File: src/sv/shcd_pkg.sv
// Types, register codes and CRC helpers shared by the sync header CRC-16 deframer.
package shcd_pkg;

  localparam int unsigned HeaderBytes = 4;
  localparam int unsigned CfgIdxW     = 3;
  localparam int unsigned CfgDataW    = 16;

  typedef enum logic [2:0] {
    PH_SYNC0   = 3'd0,
    PH_SYNC1   = 3'd1,
    PH_HEAD    = 3'd2,
    PH_PAYLOAD = 3'd3,
    PH_CRC     = 3'd4
  } phase_e;

  typedef enum logic [1:0] {
    KIND_DATA     = 2'd0,
    KIND_GOOD     = 2'd1,
    KIND_BAD_CRC  = 2'd2,
    KIND_TOO_LONG = 2'd3
  } kind_e;

  typedef enum logic [CfgIdxW-1:0] {
    REG_SYNC_FIRST    = 3'd0,
    REG_SYNC_SECOND   = 3'd1,
    REG_MAX_PAYLOAD   = 3'd2,
    REG_CRC_POLY      = 3'd3,
    REG_CRC_INIT      = 3'd4,
    REG_CRC_REFLECTED = 3'd5
  } cfg_reg_e;

  localparam logic [7:0]  SyncFirstRst   = 8'hA5;
  localparam logic [7:0]  SyncSecondRst  = 8'hA5;
  localparam logic [15:0] MaxPayloadRst  = 16'd1024;
  localparam logic [15:0] CrcPolyRst     = 16'h1021;
  localparam logic [15:0] CrcInitRst     = 16'hFFFF;

  typedef struct packed {
    kind_e       kind;
    logic [7:0]  data_byte;
    logic [7:0]  frame_type;
    logic [7:0]  frame_flags;
    logic [15:0] frame_length;
  } res_t;

  function automatic logic [15:0] rev16(input logic [15:0] v);
    logic [15:0] r;
    for (int i = 0; i < 16; i++) begin
      r[i] = v[15-i];
    end
    return r;
  endfunction

  // One byte through the CRC register, eight shift steps unrolled.
  function automatic logic [15:0] crc_byte(input logic [15:0] crc,
                                           input logic [7:0]  b,
                                           input logic [15:0] poly,
                                           input logic        refl);
    logic [15:0] c;
    logic [15:0] p;
    p = refl ? rev16(poly) : poly;
    c = refl ? (crc ^ {8'h00, b}) : (crc ^ {b, 8'h00});
    for (int i = 0; i < 8; i++) begin
      if (refl) begin
        c = c[0] ? ((c >> 1) ^ p) : (c >> 1);
      end else begin
        c = c[15] ? ((c << 1) ^ p) : (c << 1);
      end
    end
    return c;
  endfunction

endpackage

File: src/sv/shcd_if.sv
// Valid/ready channel interfaces for the deframer: received bytes, results, register writes.
interface shcd_rx_if;
  logic       valid;
  logic       ready;
  logic [7:0] rx_byte;

  modport source (output valid, output rx_byte, input ready);
  modport sink   (input valid, input rx_byte, output ready);
endinterface

interface shcd_res_if;
  logic        valid;
  logic        ready;
  logic [1:0]  kind;
  logic [7:0]  data_byte;
  logic [7:0]  frame_type;
  logic [7:0]  frame_flags;
  logic [15:0] frame_length;

  modport source (output valid, output kind, output data_byte, output frame_type,
                  output frame_flags, output frame_length, input ready);
  modport sink   (input valid, input kind, input data_byte, input frame_type,
                  input frame_flags, input frame_length, output ready);
endinterface

interface shcd_cfg_if;
  logic        valid;
  logic        ready;
  logic [2:0]  reg_index;
  logic [15:0] wdata;

  modport source (output valid, output reg_index, output wdata, input ready);
  modport sink   (input valid, input reg_index, input wdata, output ready);
endinterface

File: src/sv/sync_header_crc16_deframer_core.sv
// Sync header CRC-16 deframer: parse state, CRC register and two-entry result buffer.
//
// Takes one received byte per clock. Each byte is parsed and run through the CRC-16 in the
// cycle it is accepted, so the rate is one byte per cycle, set by the byte-wide CRC update.
// A result (payload byte or frame status) goes to the output register, or to the skid
// register while the output register still holds a result; the two let bytes keep flowing
// while one result waits, and rx_i.ready drops only when both hold results. Register writes
// on cfg_i are always taken and act from the next byte; unlisted register indexes are ignored.
module sync_header_crc16_deframer_core
  import shcd_pkg::*;
(
  input  logic             clk_i,
  input  logic             rst_ni,
  shcd_rx_if.sink          rx_i,
  shcd_res_if.source       res_o,
  shcd_cfg_if.sink         cfg_i
);

  // Configuration registers
  logic [7:0]  sync_first_q, sync_second_q;
  logic [15:0] max_payload_q, crc_poly_q, crc_init_q;
  logic        crc_refl_q;

  // Parse state
  phase_e      phase_q, phase_d;
  logic [15:0] byte_cnt_q, byte_cnt_d;
  logic [7:0]  hdr_type_q, hdr_type_d;
  logic [7:0]  hdr_flags_q, hdr_flags_d;
  logic [7:0]  len_low_q, len_low_d;
  logic [15:0] pay_len_q, pay_len_d;
  logic [15:0] crc_q, crc_d;
  logic [7:0]  crc_low_q, crc_low_d;

  // Result buffer
  res_t        out_q, out_d, skid_q, skid_d;
  logic        out_vld_q, out_vld_d, skid_vld_q, skid_vld_d;

  logic        accept, res_vld, pop;
  kind_e       res_kind;
  res_t        res_new;
  logic [7:0]  b;
  logic [15:0] crc_next, cnt_inc;

  assign cfg_i.ready = 1'b1;
  assign rx_i.ready  = !skid_vld_q;
  assign accept      = rx_i.valid && rx_i.ready;
  assign b           = rx_i.rx_byte;
  assign crc_next    = crc_byte(crc_q, b, crc_poly_q, crc_refl_q);
  assign cnt_inc     = byte_cnt_q + 16'd1;

  always_ff @(posedge clk_i or negedge rst_ni) begin
    if (!rst_ni) begin
      sync_first_q  <= SyncFirstRst;
      sync_second_q <= SyncSecondRst;
      max_payload_q <= MaxPayloadRst;
      crc_poly_q    <= CrcPolyRst;
      crc_init_q    <= CrcInitRst;
      crc_refl_q    <= 1'b0;
    end else if (cfg_i.valid) begin
      unique case (cfg_i.reg_index)
        REG_SYNC_FIRST:    sync_first_q  <= cfg_i.wdata[7:0];
        REG_SYNC_SECOND:   sync_second_q <= cfg_i.wdata[7:0];
        REG_MAX_PAYLOAD:   max_payload_q <= cfg_i.wdata;
        REG_CRC_POLY:      crc_poly_q    <= cfg_i.wdata;
        REG_CRC_INIT:      crc_init_q    <= cfg_i.wdata;
        REG_CRC_REFLECTED: crc_refl_q    <= cfg_i.wdata[0];
        default: ;
      endcase
    end
  end

  always_comb begin
    phase_d     = phase_q;
    byte_cnt_d  = byte_cnt_q;
    hdr_type_d  = hdr_type_q;
    hdr_flags_d = hdr_flags_q;
    len_low_d   = len_low_q;
    pay_len_d   = pay_len_q;
    crc_d       = crc_q;
    crc_low_d   = crc_low_q;
    res_vld     = 1'b0;
    res_kind    = KIND_DATA;
    if (accept) begin
      unique case (phase_q)
        PH_SYNC1: begin
          if (b == sync_second_q) begin
            phase_d    = PH_HEAD;
            byte_cnt_d = '0;
            crc_d      = crc_refl_q ? rev16(crc_init_q) : crc_init_q;
          end else if (b != sync_first_q) begin
            phase_d = PH_SYNC0;
          end
        end
        PH_HEAD: begin
          crc_d      = crc_next;
          byte_cnt_d = cnt_inc;
          if (byte_cnt_q == 16'd0) hdr_type_d = b;
          else if (byte_cnt_q == 16'd1) hdr_flags_d = b;
          else if (byte_cnt_q == 16'd2) len_low_d = b;
          if (cnt_inc >= 16'(HeaderBytes)) begin
            pay_len_d  = {b, len_low_q};
            byte_cnt_d = '0;
            if ({b, len_low_q} > max_payload_q) begin
              phase_d  = PH_SYNC0;
              res_vld  = 1'b1;
              res_kind = KIND_TOO_LONG;
            end else if ({b, len_low_q} == 16'd0) begin
              phase_d = PH_CRC;
            end else begin
              phase_d = PH_PAYLOAD;
            end
          end
        end
        PH_PAYLOAD: begin
          crc_d      = crc_next;
          byte_cnt_d = cnt_inc;
          if (cnt_inc >= pay_len_q) begin
            byte_cnt_d = '0;
            phase_d    = PH_CRC;
          end
          res_vld  = 1'b1;
          res_kind = KIND_DATA;
        end
        PH_CRC: begin
          if (byte_cnt_q == 16'd0) begin
            crc_low_d  = b;
            byte_cnt_d = 16'd1;
          end else begin
            phase_d    = PH_SYNC0;
            byte_cnt_d = '0;
            res_vld    = 1'b1;
            res_kind   = ({b, crc_low_q} == crc_q) ? KIND_GOOD : KIND_BAD_CRC;
          end
        end
        default: begin
          phase_d = (b == sync_first_q) ? PH_SYNC1 : PH_SYNC0;
        end
      endcase
    end
  end

  always_comb begin
    res_new.kind         = res_kind;
    res_new.data_byte    = (res_kind == KIND_DATA) ? b : 8'h00;
    res_new.frame_type   = hdr_type_d;
    res_new.frame_flags  = hdr_flags_d;
    res_new.frame_length = pay_len_d;
  end

  // Two-entry result buffer: output register in front, skid register behind it.
  assign pop = out_vld_q && res_o.ready;

  always_comb begin
    out_d      = out_q;
    skid_d     = skid_q;
    out_vld_d  = out_vld_q;
    skid_vld_d = skid_vld_q;
    if (!out_vld_q || pop) begin
      if (skid_vld_q) begin
        out_d      = skid_q;
        out_vld_d  = 1'b1;
        skid_vld_d = 1'b0;
      end else if (res_vld) begin
        out_d     = res_new;
        out_vld_d = 1'b1;
      end else begin
        out_vld_d = 1'b0;
      end
    end else if (res_vld) begin
      skid_d     = res_new;
      skid_vld_d = 1'b1;
    end
  end

  always_ff @(posedge clk_i or negedge rst_ni) begin
    if (!rst_ni) begin
      phase_q     <= PH_SYNC0;
      byte_cnt_q  <= '0;
      hdr_type_q  <= '0;
      hdr_flags_q <= '0;
      len_low_q   <= '0;
      pay_len_q   <= '0;
      crc_q       <= '0;
      crc_low_q   <= '0;
      out_vld_q   <= 1'b0;
      skid_vld_q  <= 1'b0;
    end else begin
      phase_q     <= phase_d;
      byte_cnt_q  <= byte_cnt_d;
      hdr_type_q  <= hdr_type_d;
      hdr_flags_q <= hdr_flags_d;
      len_low_q   <= len_low_d;
      pay_len_q   <= pay_len_d;
      crc_q       <= crc_d;
      crc_low_q   <= crc_low_d;
      out_vld_q   <= out_vld_d;
      skid_vld_q  <= skid_vld_d;
    end
  end

  always_ff @(posedge clk_i) begin
    out_q  <= out_d;
    skid_q <= skid_d;
  end

  assign res_o.valid        = out_vld_q;
  assign res_o.kind         = out_q.kind;
  assign res_o.data_byte    = out_q.data_byte;
  assign res_o.frame_type   = out_q.frame_type;
  assign res_o.frame_flags  = out_q.frame_flags;
  assign res_o.frame_length = out_q.frame_length;

endmodule
File: src/flat_wrapper.sv
// flat-port wrapper written by rule: the top's interface ports become plain ports
module sync_header_crc16_deframer_core_flat import shcd_pkg::*;
  (clk_i, rst_ni, rx_i_valid, rx_i_rx_byte, rx_i_ready, res_o_valid, res_o_kind, res_o_data_byte, res_o_frame_type, res_o_frame_flags, res_o_frame_length, res_o_ready, cfg_i_valid, cfg_i_reg_index, cfg_i_wdata, cfg_i_ready);
  shcd_rx_if rx_i_i ();
  shcd_res_if res_o_i ();
  shcd_cfg_if cfg_i_i ();
  input  logic clk_i;
  input  logic rst_ni;
  input wire logic [$bits(rx_i_i.valid)-1:0] rx_i_valid;
  input wire logic [$bits(rx_i_i.rx_byte)-1:0] rx_i_rx_byte;
  output wire logic [$bits(rx_i_i.ready)-1:0] rx_i_ready;
  output wire logic [$bits(res_o_i.valid)-1:0] res_o_valid;
  output wire logic [$bits(res_o_i.kind)-1:0] res_o_kind;
  output wire logic [$bits(res_o_i.data_byte)-1:0] res_o_data_byte;
  output wire logic [$bits(res_o_i.frame_type)-1:0] res_o_frame_type;
  output wire logic [$bits(res_o_i.frame_flags)-1:0] res_o_frame_flags;
  output wire logic [$bits(res_o_i.frame_length)-1:0] res_o_frame_length;
  input wire logic [$bits(res_o_i.ready)-1:0] res_o_ready;
  input wire logic [$bits(cfg_i_i.valid)-1:0] cfg_i_valid;
  input wire logic [$bits(cfg_i_i.reg_index)-1:0] cfg_i_reg_index;
  input wire logic [$bits(cfg_i_i.wdata)-1:0] cfg_i_wdata;
  output wire logic [$bits(cfg_i_i.ready)-1:0] cfg_i_ready;
  assign rx_i_i.valid = rx_i_valid;
  assign rx_i_i.rx_byte = rx_i_rx_byte;
  assign rx_i_ready = rx_i_i.ready;
  assign res_o_valid = res_o_i.valid;
  assign res_o_kind = res_o_i.kind;
  assign res_o_data_byte = res_o_i.data_byte;
  assign res_o_frame_type = res_o_i.frame_type;
  assign res_o_frame_flags = res_o_i.frame_flags;
  assign res_o_frame_length = res_o_i.frame_length;
  assign res_o_i.ready = res_o_ready;
  assign cfg_i_i.valid = cfg_i_valid;
  assign cfg_i_i.reg_index = cfg_i_reg_index;
  assign cfg_i_i.wdata = cfg_i_wdata;
  assign cfg_i_ready = cfg_i_i.ready;
  sync_header_crc16_deframer_core u_core (.clk_i(clk_i), .rst_ni(rst_ni), .rx_i(rx_i_i), .res_o(res_o_i), .cfg_i(cfg_i_i));
endmodule
File: config.mk
export PLATFORM = sky130hd
export DESIGN_NAME = sync_header_crc16_deframer_core_flat
export DESIGN_NICKNAME = d
export VERILOG_FILES = /design/src/sv/shcd_pkg.sv /design/src/sv/shcd_if.sv /design/src/sv/sync_header_crc16_deframer_core.sv /design/src/flat_wrapper.sv
export SDC_FILE = /design/constraint.sdc
export NUM_CORES = 1
export LEC_CHECK = 0
export BUFFER_PORTS_ARGS = -buffer_cell sky130_fd_sc_hd__buf_2
export CORE_AREA = 2 2 197 199
export DETAILED_ROUTE_END_ITERATION = 8
export DIE_AREA = 0 0 199 201
export PLACE_DENSITY = 0.66
export RECOVER_POWER = 50
export SYNTH_ARGS = -nofsm -noshare
export SYNTH_HDL_FRONTEND = slang
export SYNTH_SLANG_ARGS = --single-unit
File: constraint.sdc
create_clock -name clk_i -period 9.9 [get_ports clk_i]
set_clock_uncertainty 0.15 [all_clocks]
set_input_delay 1.485 -clock clk_i [delete_from_list [all_inputs] [get_ports clk_i]]
set_output_delay 1.485 -clock clk_i [all_outputs]
set_load 0.02 [all_outputs]
======== Word-level counts from Yosys, hierarchy flattened ========
Index checks and enable logic that the tools add are counted.
word-level totals
  register bits after elaboration ......... 234
  bits of input ports ..................... 32
  output and inout bits ................... 45
  logic and storage cells ................. 169
cells by class
  add/sub/neg operators ................... 1
  $lt $le $gt $ge ......................... 3
  equality and inequality tests ........... 20
  mux-type cells .......................... 71
  bitwise operators ....................... 21
  reduce and logical (&&, ||, !) cells .... 27
operators with widths
  kind                                                                 count
  2-to-1 mux 16 bit                                                    34
  bitwise XOR 16 bit                                                   9
  bitwise XOR 15 x 16 -> 16 bit                                        8
  2-to-1 mux 42 bit                                                    2
  2-to-1 mux 8 bit                                                     8
  case mux 16 bit (4 select lines)                                     1
  logical NOT 16 bit                                                   2
  case mux 16 bit (2 select lines)                                     1
  2-to-1 mux 3 bit                                                     7
  adder 16 x 1 -> 16 bit (second input constant)                       1
  == test 16 x 1 -> 1 bit (second input constant)                      1
  == test 16 bit                                                       1
  == test 16 x 2 -> 1 bit (second input constant)                      1
  == test 8 bit                                                        2
  greater-or-equal comparator 16 bit                                   1
  greater-or-equal comparator 16 x 3 -> 1 bit (second input constant)  1
  greater-than comparator 16 bit                                       1
  AND reduction 2 bit                                                  8
  bitwise XOR 16 x 8 -> 16 bit                                         1
  == test 3 x 2 -> 1 bit (second input constant)                       4
  case mux 3 bit (4 select lines)                                      1
  2-to-1 mux 1 bit                                                     10
  2-to-1 mux 2 bit                                                     5
  AND reduction 5 bit                                                  2
  other kinds (18)                                                     31

======== Depth between registers and ports, before layout ========
Gate-level depths: netlist of run 1.
  depth in word-level cells ............... 27
  gate-level depth with buffers ........... 26
  depth with buffers taken out ............ 19

======== Least setup slack after synthesis of run 1 ========
No wires, ideal clock.
  kind .................................... input to register
  start point ............................. input port rx_i_rx_byte[1]
  end point ............................... register u_core.skid_q[0] (netlist bit) (enable)
  arrival time ............................ 5,972 ps
  required time ........................... 9,257 ps
  slack ................................... 3,285 ps
  stages .................................. 13
  buffers on the path ..................... 0
  path through ............................ ha_1 > a21o_1 > a21oi_1 > nor2b_1 > o21ai_0 > nand2b_1 > a21oi_1 > a21boi_0 > o21a_1 > o22ai_1 > nor4_1 > a211oi_1 > nor3_1
on the way
  longest elaborated chain between the ends .. 6
RTL lines
  item                             line                                    source
  start, declared                  flat_wrapper.sv:10                      input wire logic [$bits(rx_i_i.rx_byte)-1:0] rx_i_rx_byte;
  greater-than comparator 16 bit   sync_header_crc16_deframer_core.sv:103  if ({b, len_low_q} > max_payload_q) begin
  2-to-1 mux 1 bit                 sync_header_crc16_deframer_core.sv:103
  2-to-1 mux 1 bit                 sync_header_crc16_deframer_core.sv:100  if (cnt_inc >= 16'(HeaderBytes)) begin
  case mux 1 bit (3 select lines)  sync_header_crc16_deframer_core.sv:84   unique case (phase_q)
  2-to-1 mux 1 bit                 sync_header_crc16_deframer_core.sv:83   if (accept) begin
  AND reduction 2 bit (no line)    n/a
  end signal, assigned             sync_header_crc16_deframer_core.sv:203  skid_q <= skid_d;
  end, declared                    sync_header_crc16_deframer_core.sv:35   res_t out_q, out_d, skid_q, skid_d;
No other way between the ends.
A chain may end at the register's enable or synchronous reset.

======== Final worst setup path of run 1 ========
  start point ............................. input port rx_i_rx_byte[7]
  end point ............................... register u_core.crc_q[6]
on the way
  longest elaborated chain between the ends .. 26
  elaborated cells on any way between the ends .. 46
RTL lines
  item                                                                       line                                            source
  bitwise XOR 16 bit / bitwise XOR 16 x 8 -> 16 bit (equally long branches)  shcd_pkg.sv:62                                  c = refl ? (crc ^ {8'h00, b}) : (crc ^ {b, 8'h00});
  2-to-1 mux 16 bit                                                          shcd_pkg.sv:62
  2-to-1 mux 16 bit / bitwise XOR 15 x 16 -> 16 bit (equally long branches)  shcd_pkg.sv:67, shcd_pkg.sv:65
  2-to-1 mux 16 bit, on equally long branches                                shcd_pkg.sv:64, shcd_pkg.sv:65
  bitwise XOR 15 x 16 -> 16 bit, or another cell as far along                shcd_pkg.sv:65                                  c = c[0] ? ((c >> 1) ^ p) : (c >> 1);
  2-to-1 mux 16 bit, or another cell as far along                            shcd_pkg.sv:65
  2-to-1 mux 16 bit, on equally long branches                                shcd_pkg.sv:64, shcd_pkg.sv:65, shcd_pkg.sv:67
  bitwise XOR 16 bit, or another cell as far along                           shcd_pkg.sv:67                                  c = c[15] ? ((c << 1) ^ p) : (c << 1);
  [... 10 more ...]                                                          n/a
  2-to-1 mux 16 bit, on equally long branches                                shcd_pkg.sv:64, shcd_pkg.sv:65, shcd_pkg.sv:67
  bitwise XOR 16 bit, or another cell as far along                           shcd_pkg.sv:67
  2-to-1 mux 16 bit, or another cell as far along                            shcd_pkg.sv:67
  2-to-1 mux 16 bit, on equally long branches                                shcd_pkg.sv:64, shcd_pkg.sv:65
  bitwise XOR 16 bit, or another cell as far along                           shcd_pkg.sv:67
  2-to-1 mux 16 bit, on equally long branches                                shcd_pkg.sv:67, shcd_pkg.sv:65
  2-to-1 mux 16 bit                                                          shcd_pkg.sv:64                                  if (refl) begin
  case mux 16 bit (2 select lines)                                           sync_header_crc16_deframer_core.sv:84
  end signal, assigned                                                       sync_header_crc16_deframer_core.sv:194          crc_q <= crc_d;
  end, declared                                                              sync_header_crc16_deframer_core.sv:31           logic [15:0] crc_q, crc_d;
Several ways; a longest one is shown, not always the timed one.

==> flow_metrics.tcl, run 1 <==
set metrics [dict create \
    status "finished with violations" \
    violations "max-capacitance violations, max-slew violations" \
    fill_cells 3584 \
    rows 72 \
    firstDrtPassIters 8 \
    rsz0062_at_grt "false" \
    ir_worst_vdd_mv 0.213 \
    syn_nets 2126 \
    rrSetupSlack_ps 2470 \
    core_um2 38100 \
    crit_buf_inv 1 \
    chipWidth_um 199 \
    finalHoldViolCount 0 \
    cp_top_family "compound AO/OA/AOI/OAI gates" \
    ys_ff_latch 234 \
    ys_warn_count 0 \
    cts_root_buf "clkbuf_16" \
    layout.nets 2134 \
    dr.first_iter.drc_count 1982 \
    diodes 0 \
    drive_above_1_share 0.163 \
    hpwl_um 52600 \
    worst_setup_path_start_kind "primary input" \
    maxSlewViolCount 153 \
    drtAntennaViolNets 0 \
    stdcell_area_um2 20200 \
    r2r_cells 16 \
    hold_class "reg2reg" \
    drc 0 \
    io_buffers 75 \
    yosysTopAreaCellShare 0.163 \
    cts_tree "done" \
    fin_crit_sh 0.812 \
    post-route-min-period_ps 8040 \
    internal-power_mw 3.84 \
    worst-path-max-fanout 23 \
    ys.flop_type "dfrtp_1" \
    cts_inserted_buffers 23 \
    postCtsSetupRepairBufs 0 \
    final_common_cell "nand2_1" \
    p_clk_frac 0.115 \
    combPwrFrac 0.704 \
    finalSetupTns_ps 0 \
    seq_power_share 0.182 \
    area.growth.synth_to_final_pct 8.03 \
    ys_types 107 \
    max_freq_mhz 124 \
    syn_inst 2058 \
    start_util 0.492 \
    cts-htree-levels 1 \
    p_sw_frac 0.524 \
    globalplace.congestion 1.03 \
    grt_max_degree 95 \
    worstReg2RegStart "u_core.crc_refl_q" \
    path_cells "buf_2 -> and4bb_1 -> nor4_2 -> nor2_1 -> o221ai_2 -> or2_1 -> o211ai_1 -> xnor2_2 -> nor3_1 -> o21ai_0 -> xor2_1 -> a211oi_2 -> xnor2_1 -> a21o_1 -> mux2i_1 -> a2111oi_0 -> a211o_1" \
    vias 17308 \
    overflow 0 \
    endpoint_kind "flip-flop" \
    worstPathRequired_ps 10230 \
    crit_type "in2reg" \
    clock-sinks 234 \
    async_reset_ff_frac 0.641 \
    grt.total_usage 0.362 \
    clockBufferDepth 3 \
    p_leak_nw 8.03 \
    yosys-top-cells-area "dfrtp_1, edfxtp_1, mux2_2" \
    startpoint "rx_i_rx_byte[7]" \
    slew_headroom -2.39 \
    cp-endpoint "u_core.crc_q[6]" \
    clkTransAtPathRegs_ps 70 \
    power.density_nw_per_um2 398 \
    grt_pass1_vias 16916 \
    worstMarginPinSlew_ps 5090 \
    synth_edf_count 84 \
    cap_violations 2 \
    finalSetupViolCount 0 \
    finalWirelength_um 72300 \
    p_sw_mw 4.23 \
    arrival_ps 8370 \
    io_pins 77 \
    grt_pass1_wl_um 108000 \
    postPlaceCellArea_um2 19500 \
    post_drt_wl_per_cell_um 27.8 \
    slowest_delay_ps 1130 \
    worst-path-stages 17 \
    die_area_um2 40000 \
    clkLatencyLatePin_ps 540 \
    critPathSlowestCell "nor4_2" \
    seq_area_frac_synth 0.337 \
    antenna_found_initial 0 \
    cts_resized 0 \
    synth_area_per_cell_um2 9.11 \
    vias_per_cell 6.65 \
    die_h_um 201 \
    layout_common_cells "nand2_1, xnor2_1, mux2_2, dfrtp_1, nor2_1" \
    yosys.area.top_type "dfrtp_1" \
    cts_hold_buf 0 \
    reg2reg_to "u_core.crc_q[6]" \
    netlist_area_um2 18700 \
]
flip-flops by register name (all words and copies together), names as in the netlist:
name                       cells
u_core.res_o.frame_length     16
u_core.sync_second_q           8
u_core.crc_init_q             16
u_core.sync_first_q            8
u_core.res_o.valid             1
u_core.len_low_q               8
u_core.res_o.data_byte         8
u_core.phase_q                 3
u_core.crc_q                  16
u_core.pay_len_q              16
u_core.hdr_type_q              8
u_core.byte_cnt_q             16
u_core.crc_refl_q              1
u_core.crc_low_q               8
u_core.skid_vld_q              1
u_core.skid_q                 42
u_core.max_payload_q          16
u_core.hdr_flags_q             8
u_core.res_o.frame_flags       8
u_core.crc_poly_q             16
u_core.res_o.kind              2
u_core.res_o.frame_type        8
cell type report:
class                           instances  area, um^2  share of cell area
Clock buffer                           24         589              0.0291
Multi-Input combinational cell       1623       11600               0.573
Clock inverter                         18         205              0.0101
Inverter                               63         236              0.0117
Sequential cell                       234        6310               0.312
Tap cell                              518         648              0.0320
Timing Repair Buffer                  121         652              0.0322
worst min path at each step:
| stage | start | end | cells past startpoint |
|---|---|---|---|
| 6_report | u_core.hdr_type_q[3] | u_core.hdr_type_q[3] | 1 |
| 5_1_grt | u_core.crc_poly_q[11] | u_core.crc_poly_q[11] | 1 |
| 4_1_cts | u_core.hdr_type_q[3] | u_core.hdr_type_q[3] | 1 |
| 3_5_place_dp | u_core.hdr_type_q[3] | u_core.hdr_type_q[3] | 1 |
| 3_3_place_gp | u_core.hdr_flags_q[2] | u_core.hdr_flags_q[2] | 1 |
| 2_1_floorplan | u_core.max_payload_q[10] | u_core.max_payload_q[10] | 2 |
metrics by stage:
stage	power, mW	setup WS, ps	instances	util	hold WS [ps]
after floorplan	5.34	3280	2058	-	328
after global placement	6.90	1640	2559	0.513	337
after detailed placement	6.92	1600	2559	0.513	344
after CTS	7.89	2130	2601	0.533	361
after global routing	8.45	921	2601	0.531	375
final	8.06	1860	2601	0.531	361
power groups by stage:
stage	sequential (mW)	clock [mW]	combinational, mW
global route	1.47	0.975	6.00
detailed placement	1.47	0	5.45
CTS	1.45	0.941	5.50
finish	1.47	0.924	5.67
floorplan	1.32	0	4.02
global placement	1.46	0	5.44
per-layer routing:
layer	global-route usage	part of all wire	vias to the layer above
met5	0	0	-
met4	0.237	0.081	0
met3	0.0524	0.079	260
met2	0.578	0.45	958
met1	0.456	0.39	8472
li1	-	-	7618
synth_stat cells, types with 9 or more instances:
master / instances
a211oi_1: 27
a21boi_0: 13
a21o_1: 23
a21oi_1: 78
a221oi_1: 9
a31oi_1: 24
a32oi_1: 10
and2_1: 22
and3_1: 34
and4_1: 13
buf_1: 11
buf_2: 29
clkbuf_1: 86
dfrtp_1: 122
dfstp_2: 28
edfxtp_1: 84
ha_1: 36
inv_1: 59
mux2_2: 146
mux2i_1: 45
nand2_1: 208
nand2b_1: 16
nand3_1: 61
nand4_1: 28
nand4b_1: 9
nor2_1: 113
nor2b_1: 12
nor3_1: 56
nor3b_1: 10
nor4_1: 27
o211a_1: 19
o211ai_1: 30
o21a_1: 18
o21ai_0: 104
o221ai_1: 11
o22ai_1: 9
o31ai_1: 13
or2_2: 11
or3_1: 18
xnor2_1: 148
xor2_1: 54
logic make-up after synthesis:
| family | share of synthesized area |
|---|---|
| and+or+nand+nor | 0.186 |
| AOI/OAI and AO/OA | 0.190 |
| muxes | 0.112 |
| DFF | 0.337 |
| adders and majority gates | 0.0240 |
| buffers and inverters | 0.0458 |
| other | 0.000200 |
| xor gates and xnor gates | 0.105 |
No activity file was read; power rests on OpenSTA's default activity.
==> run 2: changes to the inputs <==
--- a/config.mk
+++ b/config.mk
@@ -9,7 +9,7 @@
 export CORE_AREA = 2 2 197 199
 export DETAILED_ROUTE_END_ITERATION = 8
 export DIE_AREA = 0 0 199 201
-export PLACE_DENSITY = 0.66
+export PLACE_DENSITY = 0.69
 export RECOVER_POWER = 50
 export SYNTH_ARGS = -nofsm -noshare
 export SYNTH_HDL_FRONTEND = slang
==> constraint.sdc (replaced) <==
create_clock -name clk_i -period 7.1 [get_ports clk_i]
set_clock_uncertainty 0.15 [all_clocks]
set_input_delay 1.065 -clock clk_i [delete_from_list [all_inputs] [get_ports clk_i]]
set_output_delay 1.065 -clock clk_i [all_outputs]
set_load 0.02 [all_outputs]
==> flow_metrics.tcl, run 2 (synthesized netlist as in run 1, its figures left out) <==
set metrics [dict create \
    status "finished with violations" \
    violations "max-capacitance violations, max-slew violations" \
    io_buffers 75 \
    fill_cells 3451 \
    largest_reg_flops 42 \
    max_freq_mhz 157 \
    largest-register "u_core.skid_q" \
    worstPathRequired_ps 7350 \
    post_drt_wl_per_cell_um 27.0 \
    core_um2 38100 \
    hold_depth 1 \
    die_h_um 201 \
    cts_resized 0 \
    finalPower_mw 11.8 \
    globalplace.congestion 1.05 \
    rsz0062_at_grt "false" \
    area.growth.synth_to_final_pct 11.6 \
    antenna_found_initial 2 \
    clockBufferDepth 3 \
    cts_tree "done" \
    holdPathEnd "u_core.hdr_flags_q[3]" \
    crit_type "reg2reg" \
    rows 72 \
    power.density_nw_per_um2 564 \
    dr.first_iter.drc_count 1883 \
    clkLatencyLatePin_ps 530 \
    worstHoldStart "u_core.hdr_flags_q[3]" \
    worst_setup_path_start_kind "flip-flop" \
    post-route-min-period_ps 6360 \
    grt_max_degree 98 \
    drive_above_1_share 0.198 \
    drtAntennaViolNets 0 \
    hpwl_um 54300 \
    ir_worst_vdd_mv 0.267 \
    cts_root_buf "clkbuf_16" \
    layout.nets 2233 \
    fin_crit_sh 0.896 \
    finalHoldViolCount 0 \
    multi_input_area_um2 11600 \
    place_inst 2658 \
    vias_per_cell 6.53 \
    endpoint_kind "flip-flop" \
    layoutNonFillerInstCount 2701 \
    start_util 0.492 \
    chipWidth_um 199 \
    cts_inserted_buffers 23 \
    worstMarginPinSlew_ps 5220 \
    finalSetupViolCount 0 \
    drc 0 \
    rrSetupSlack_ps 740 \
    postCtsSetupRepairBufs 0 \
    grt_pass1_wl_um 108000 \
    grt_pass1_vias 16884 \
    arrival_ps 6610 \
    firstDrtPassIters 6 \
    p_leak_nw 8.48 \
    maxSlewViolCount 115 \
    finalSetupTns_ps 0 \
    io_pins 77 \
    vias 17634 \
    finalWirelength_um 72900 \
    worst-path-max-fanout 27 \
    regArea_um2 6310 \
    cap_violations 2 \
    clkTransAtPathRegs_ps 70 \
    r2r_cells 21 \
    cts_hold_buf 0 \
    die_area_um2 40000 \
    reg2reg_to "u_core.crc_q[12]" \
    layout_common_cells "nand2_1, xnor2_1, mux2_2, buf_4, dfrtp_1" \
    cts-htree-levels 1 \
    slew_headroom -2.48 \
    clock-sinks 234 \
    final_common_cell "nand2_1" \
    hold_class "reg2reg" \
    grt.total_usage 0.362 \
    worstReg2RegStart "u_core.crc_q[0]" \
    overflow 0 \
]
[run 2: cell count changes in the layout (fill, tap and decap cells not counted), sizes merged]
cell,change
clkinvlp,-1
diode,+1
inv,-1
buf,+99
clkbuf,+3
bufinv,-2
clkinv,+1
[run 2: how the worst max path moves through the flow]
stage	startpoint	to	slack, ps
after floorplan	rx_i_rx_byte[1]	u_core.skid_q[0]	900
after global placement	rx_i_rx_byte[0]	u_core.crc_q[15]	350
after detailed placement	rx_i_rx_byte[0]	u_core.crc_q[12]	410
after CTS	rx_i_rx_byte[0]	u_core.crc_q[12]	960
after global routing	rst_ni	u_core.pay_len_q[14]	460
final	u_core.crc_q[0]	u_core.crc_q[12]	740
[run 2: final cells by class]
type,instances,share of cell area
multi-input combinational,1623,0.554
sequential,234,0.302
timing repair buffer,220,0.0673
tap,518,0.0310
clock buffer,27,0.0287
inverter,63,0.0113
clock inverter,15,0.00586
antenna,1,0.000120
[run 2: routing by layer]
| metal | vias to the layer above | global-route usage | share of wire |
|---|---|---|---|
| li1 | 7814 | - | - |
| met1 | 8552 | 0.465 | 0.39 |
| met2 | 985 | 0.559 | 0.44 |
| met3 | 283 | 0.0578 | 0.085 |
| met4 | 0 | 0.249 | 0.083 |
| met5 | - | 0 | 0 |
[run 2: worst max-delay path: stages, from the launching register on]
cell,delay (ps)
dfrtp_1,490
buf_4,360
xor2_2,150
buf_4,280
nand2_1,360
a211oi_1,860
o21ai_0,290
a211oi_1,450
nor2_1,170
or4_1,490
nand3_1,140
mux2i_1,100
or4_1,490
nand3_2,100
xor2_1,260
buf_4,170
o22ai_2,90
buf_4,210
nand2_1,80
xnor2_1,70
a221oi_1,280
o21ai_0,160
[run 2: where the power goes]
| part | internal, mW | switching (mW) |
|---|---|---|
| sequential | 1.70 | 0.381 |
| clock | 0.650 | 0.535 |
| combinational | 3.50 | 5.04 |
| total | 5.85 | 5.95 |
[run 2: through the flow]
stage | util | instance area (um^2) | setup WS, ps | hold WS [ps]
5_1_grt | 0.549 | 20900 | 455 | 374
6_report | 0.549 | 20900 | 737 | 362
4_1_cts | 0.551 | 21000 | 961 | 359
2_1_floorplan | - | 18700 | 905 | 328
3_3_place_gp | 0.532 | 20300 | 354 | 336
3_5_place_dp | 0.532 | 20300 | 414 | 343
==> run 3: changes to the inputs <==
--- a/config.mk
+++ b/config.mk
@@ -6,7 +6,9 @@
 export NUM_CORES = 1
 export LEC_CHECK = 0
 export BUFFER_PORTS_ARGS = -buffer_cell sky130_fd_sc_hd__buf_2
+export CAP_MARGIN = 20
 export CORE_AREA = 2 2 197 199
+export CTS_BUF_LIST = sky130_fd_sc_hd__clkbuf_4 sky130_fd_sc_hd__clkbuf_8
 export DETAILED_ROUTE_END_ITERATION = 8
 export DIE_AREA = 0 0 199 201
 export PLACE_DENSITY = 0.69
==> constraint.sdc (replaced) <==
create_clock -name clk_i -period 5.6 [get_ports clk_i]
set_clock_uncertainty 0.15 [all_clocks]
set_input_delay 0.84 -clock clk_i [delete_from_list [all_inputs] [get_ports clk_i]]
set_output_delay 0.84 -clock clk_i [all_outputs]
set_load 0.02 [all_outputs]
==> flow_metrics.tcl, run 3 (synthesized netlist as in run 1, its figures left out) <==
set metrics [dict create \
    status "finished with violations" \
    violations "max-capacitance violations, max-slew violations" \
    clock-sinks 234 \
    finalSetupViolCount 0 \
    crit_buf_inv 3 \
    diodes 0 \
    place_inst 2895 \
    cts_inserted_buffers 35 \
    hpwl_um 60300 \
    largest_reg_flops 42 \
    dr.first_iter.drc_count 1801 \
    die_area_um2 40000 \
    post-route-min-period_ps 5550 \
    layout_common_cells "buf_4, nand2_1, mux2_2, xnor2_1, dfrtp_1" \
    worst_setup_path_start_kind "flip-flop" \
    vias 18790 \
    maxSlewViolCount 155 \
    finalCoreUtilization 0.610 \
    io_pins 77 \
    use_met3 0.0665 \
    worstPathRequired_ps 5870 \
    cp_top_family "compound AO/OA/AOI/OAI gates" \
    r2r_cells 19 \
    worstMarginPinSlew_ps 2280 \
    grt_pass1_wl_um 117000 \
    global_route.usage.met1 0.474 \
    chipWidth_um 199 \
    pre_cts_ws_ps -381 \
    fill_cells 3350 \
    power.density_nw_per_um2 748 \
    multi_input_area_um2 12000 \
    max_freq_mhz 180 \
    clkTransAtPathRegs_ps 60 \
    cp-endpoint "u_core.crc_q[3]" \
    grt_util_met2 0.634 \
    globalplace.congestion 1.05 \
    cts_tree "done" \
    worstReg2RegStart "u_core.crc_poly_q[0]" \
    cts_root_buf "clkbuf_8" \
    area.growth.synth_to_final_pct 23.9 \
    cts-htree-levels 2 \
    core_um2 38100 \
    regArea_um2 6320 \
    rows 72 \
    start_util 0.492 \
    clkLatencyLatePin_ps 550 \
    fin_crit_sh 0.990 \
    slowest_delay_ps 640 \
    worst-path-stages 19 \
    path_cells "buf_4 -> and2_0 -> buf_4 -> a32oi_1 -> a21oi_1 -> xnor2_2 -> and4_1 -> nor4_1 -> buf_4 -> o221ai_1 -> o21a_1 -> o21ai_0 -> nor2_1 -> o22ai_2 -> xor3_1 -> nand2_1 -> xnor2_1 -> a311oi_1 -> a21oi_1" \
    largest-register "u_core.skid_q" \
    worst_slack_ps 55.0 \
    ir_worst_vdd_mv 0.345 \
    cts_hold_buf 0 \
    final_common_cell "buf_4" \
    startpoint "u_core.crc_poly_q[0]" \
    worst-path-max-fanout 10 \
    grt.total_usage 0.397 \
    cap_violations 3 \
    layout.nets 2491 \
    rrSetupSlack_ps 50 \
    drive_above_1_share 0.310 \
    crit_type "reg2reg" \
    die_h_um 201 \
    arrival_ps 5810 \
    firstDrtPassIters 6 \
    vias_per_cell 6.33 \
    reg2reg_to "u_core.crc_q[3]" \
    grt_pass1_vias 18514 \
    layoutNonFillerInstCount 2968 \
    endpoint_kind "flip-flop" \
    hold_ws_ps 360 \
    finalHoldViolCount 0 \
    p_leak_nw 9.83 \
    grt_max_degree 113 \
    drtAntennaViolNets 0 \
    clockBufferDepth 3 \
    hold_class "reg2reg" \
    crit_path_frequent_cell "buf_4" \
    finalWirelength_um 79300 \
    slew_headroom -0.519 \
    overflow 0 \
    antenna_found_initial 0 \
    drc 0 \
    finalPower_mw 17.4 \
    post_drt_wl_per_cell_um 26.7 \
    io_buffers 75 \
    critPathSlowestCell "dfstp_2" \
    top_usage_layer "met2" \
]
run 3: changes by cell type in the layout (fill, tap and decap cells not counted), sizes merged:
cell and delta:
diode -1, bufinv +1, clkbuf +21, inv -1, a21o +1, clkinv +3, clkinvlp -1, buf +244
run 3: timing repair:
action / 4_1_cts / 5_1_grt
buffers inserted: 0 / 5
gates resized for setup: 4 / 69
endpoints found under the setup margin: 10 / 16
pin swaps: 0 / 7
cloned: 0 / 1
run 3: area by class of cell:
| cell class | instances | share of cell area |
|---|---|---|
| sequential | 234 | 0.272 |
| timing repair buffer | 465 | 0.142 |
| clock inverter | 17 | 0.00652 |
| inverter | 63 | 0.0102 |
| tap | 518 | 0.0279 |
| multi-input combinational | 1624 | 0.516 |
| clock buffer | 47 | 0.0254 |
run 3: worst min-delay path by stage:
| stage | start | to | slack [ps] | depth (start not counted) |
|---|---|---|---|---|
| after floorplan | u_core.max_payload_q[10] | u_core.max_payload_q[10] | 330 | 2 |
| after global placement | u_core.hdr_flags_q[5] | u_core.hdr_flags_q[5] | 330 | 1 |
| after detailed placement | u_core.hdr_flags_q[1] | u_core.hdr_flags_q[1] | 340 | 1 |
| after CTS | rst_ni | u_core.hdr_type_q[4] | 320 | 1 |
| after global routing | u_core.hdr_flags_q[1] | u_core.hdr_flags_q[1] | 380 | 1 |
| final | u_core.max_payload_q[10] | u_core.max_payload_q[10] | 360 | 2 |
run 3: layer usage:
metal | up-vias | part of all wire
li1 | 8363 | -
met1 | 9065 | 0.37
met2 | 1009 | 0.46
met3 | 353 | 0.075
met4 | 0 | 0.097
met5 | - | 0
run 3: through the flow:
stage / area (um^2) / TNS (ps)
final: 23200 / 0
after global routing: 23200 / -30.3
after CTS: 22900 / 0
after detailed placement: 22100 / -4550
after global placement: 22100 / -3750
after floorplan: 18700 / 0
run 3: worst register-to-register path: stages, from the launching register on:
cell and delay [ps]:
dfstp_2 640, buf_4 300, and2_0 200, buf_4 240
a32oi_1 220, a21oi_1 330, xnor2_2 170, and4_1 250
nor4_1 380, buf_4 180, o221ai_1 240, o21a_1 280
o21ai_0 260, nor2_1 100, o22ai_2 290, xor3_1 460
nand2_1 200, xnor2_1 120, a311oi_1 310, a21oi_1 110
run 3: where the power goes:
group	switching [mW]	total, mW	internal [mW]
clock network	0.695	1.49	0.792
logic	7.35	13.4	6.00
registers	0.381	2.53	2.15
total	8.42	17.4	8.95
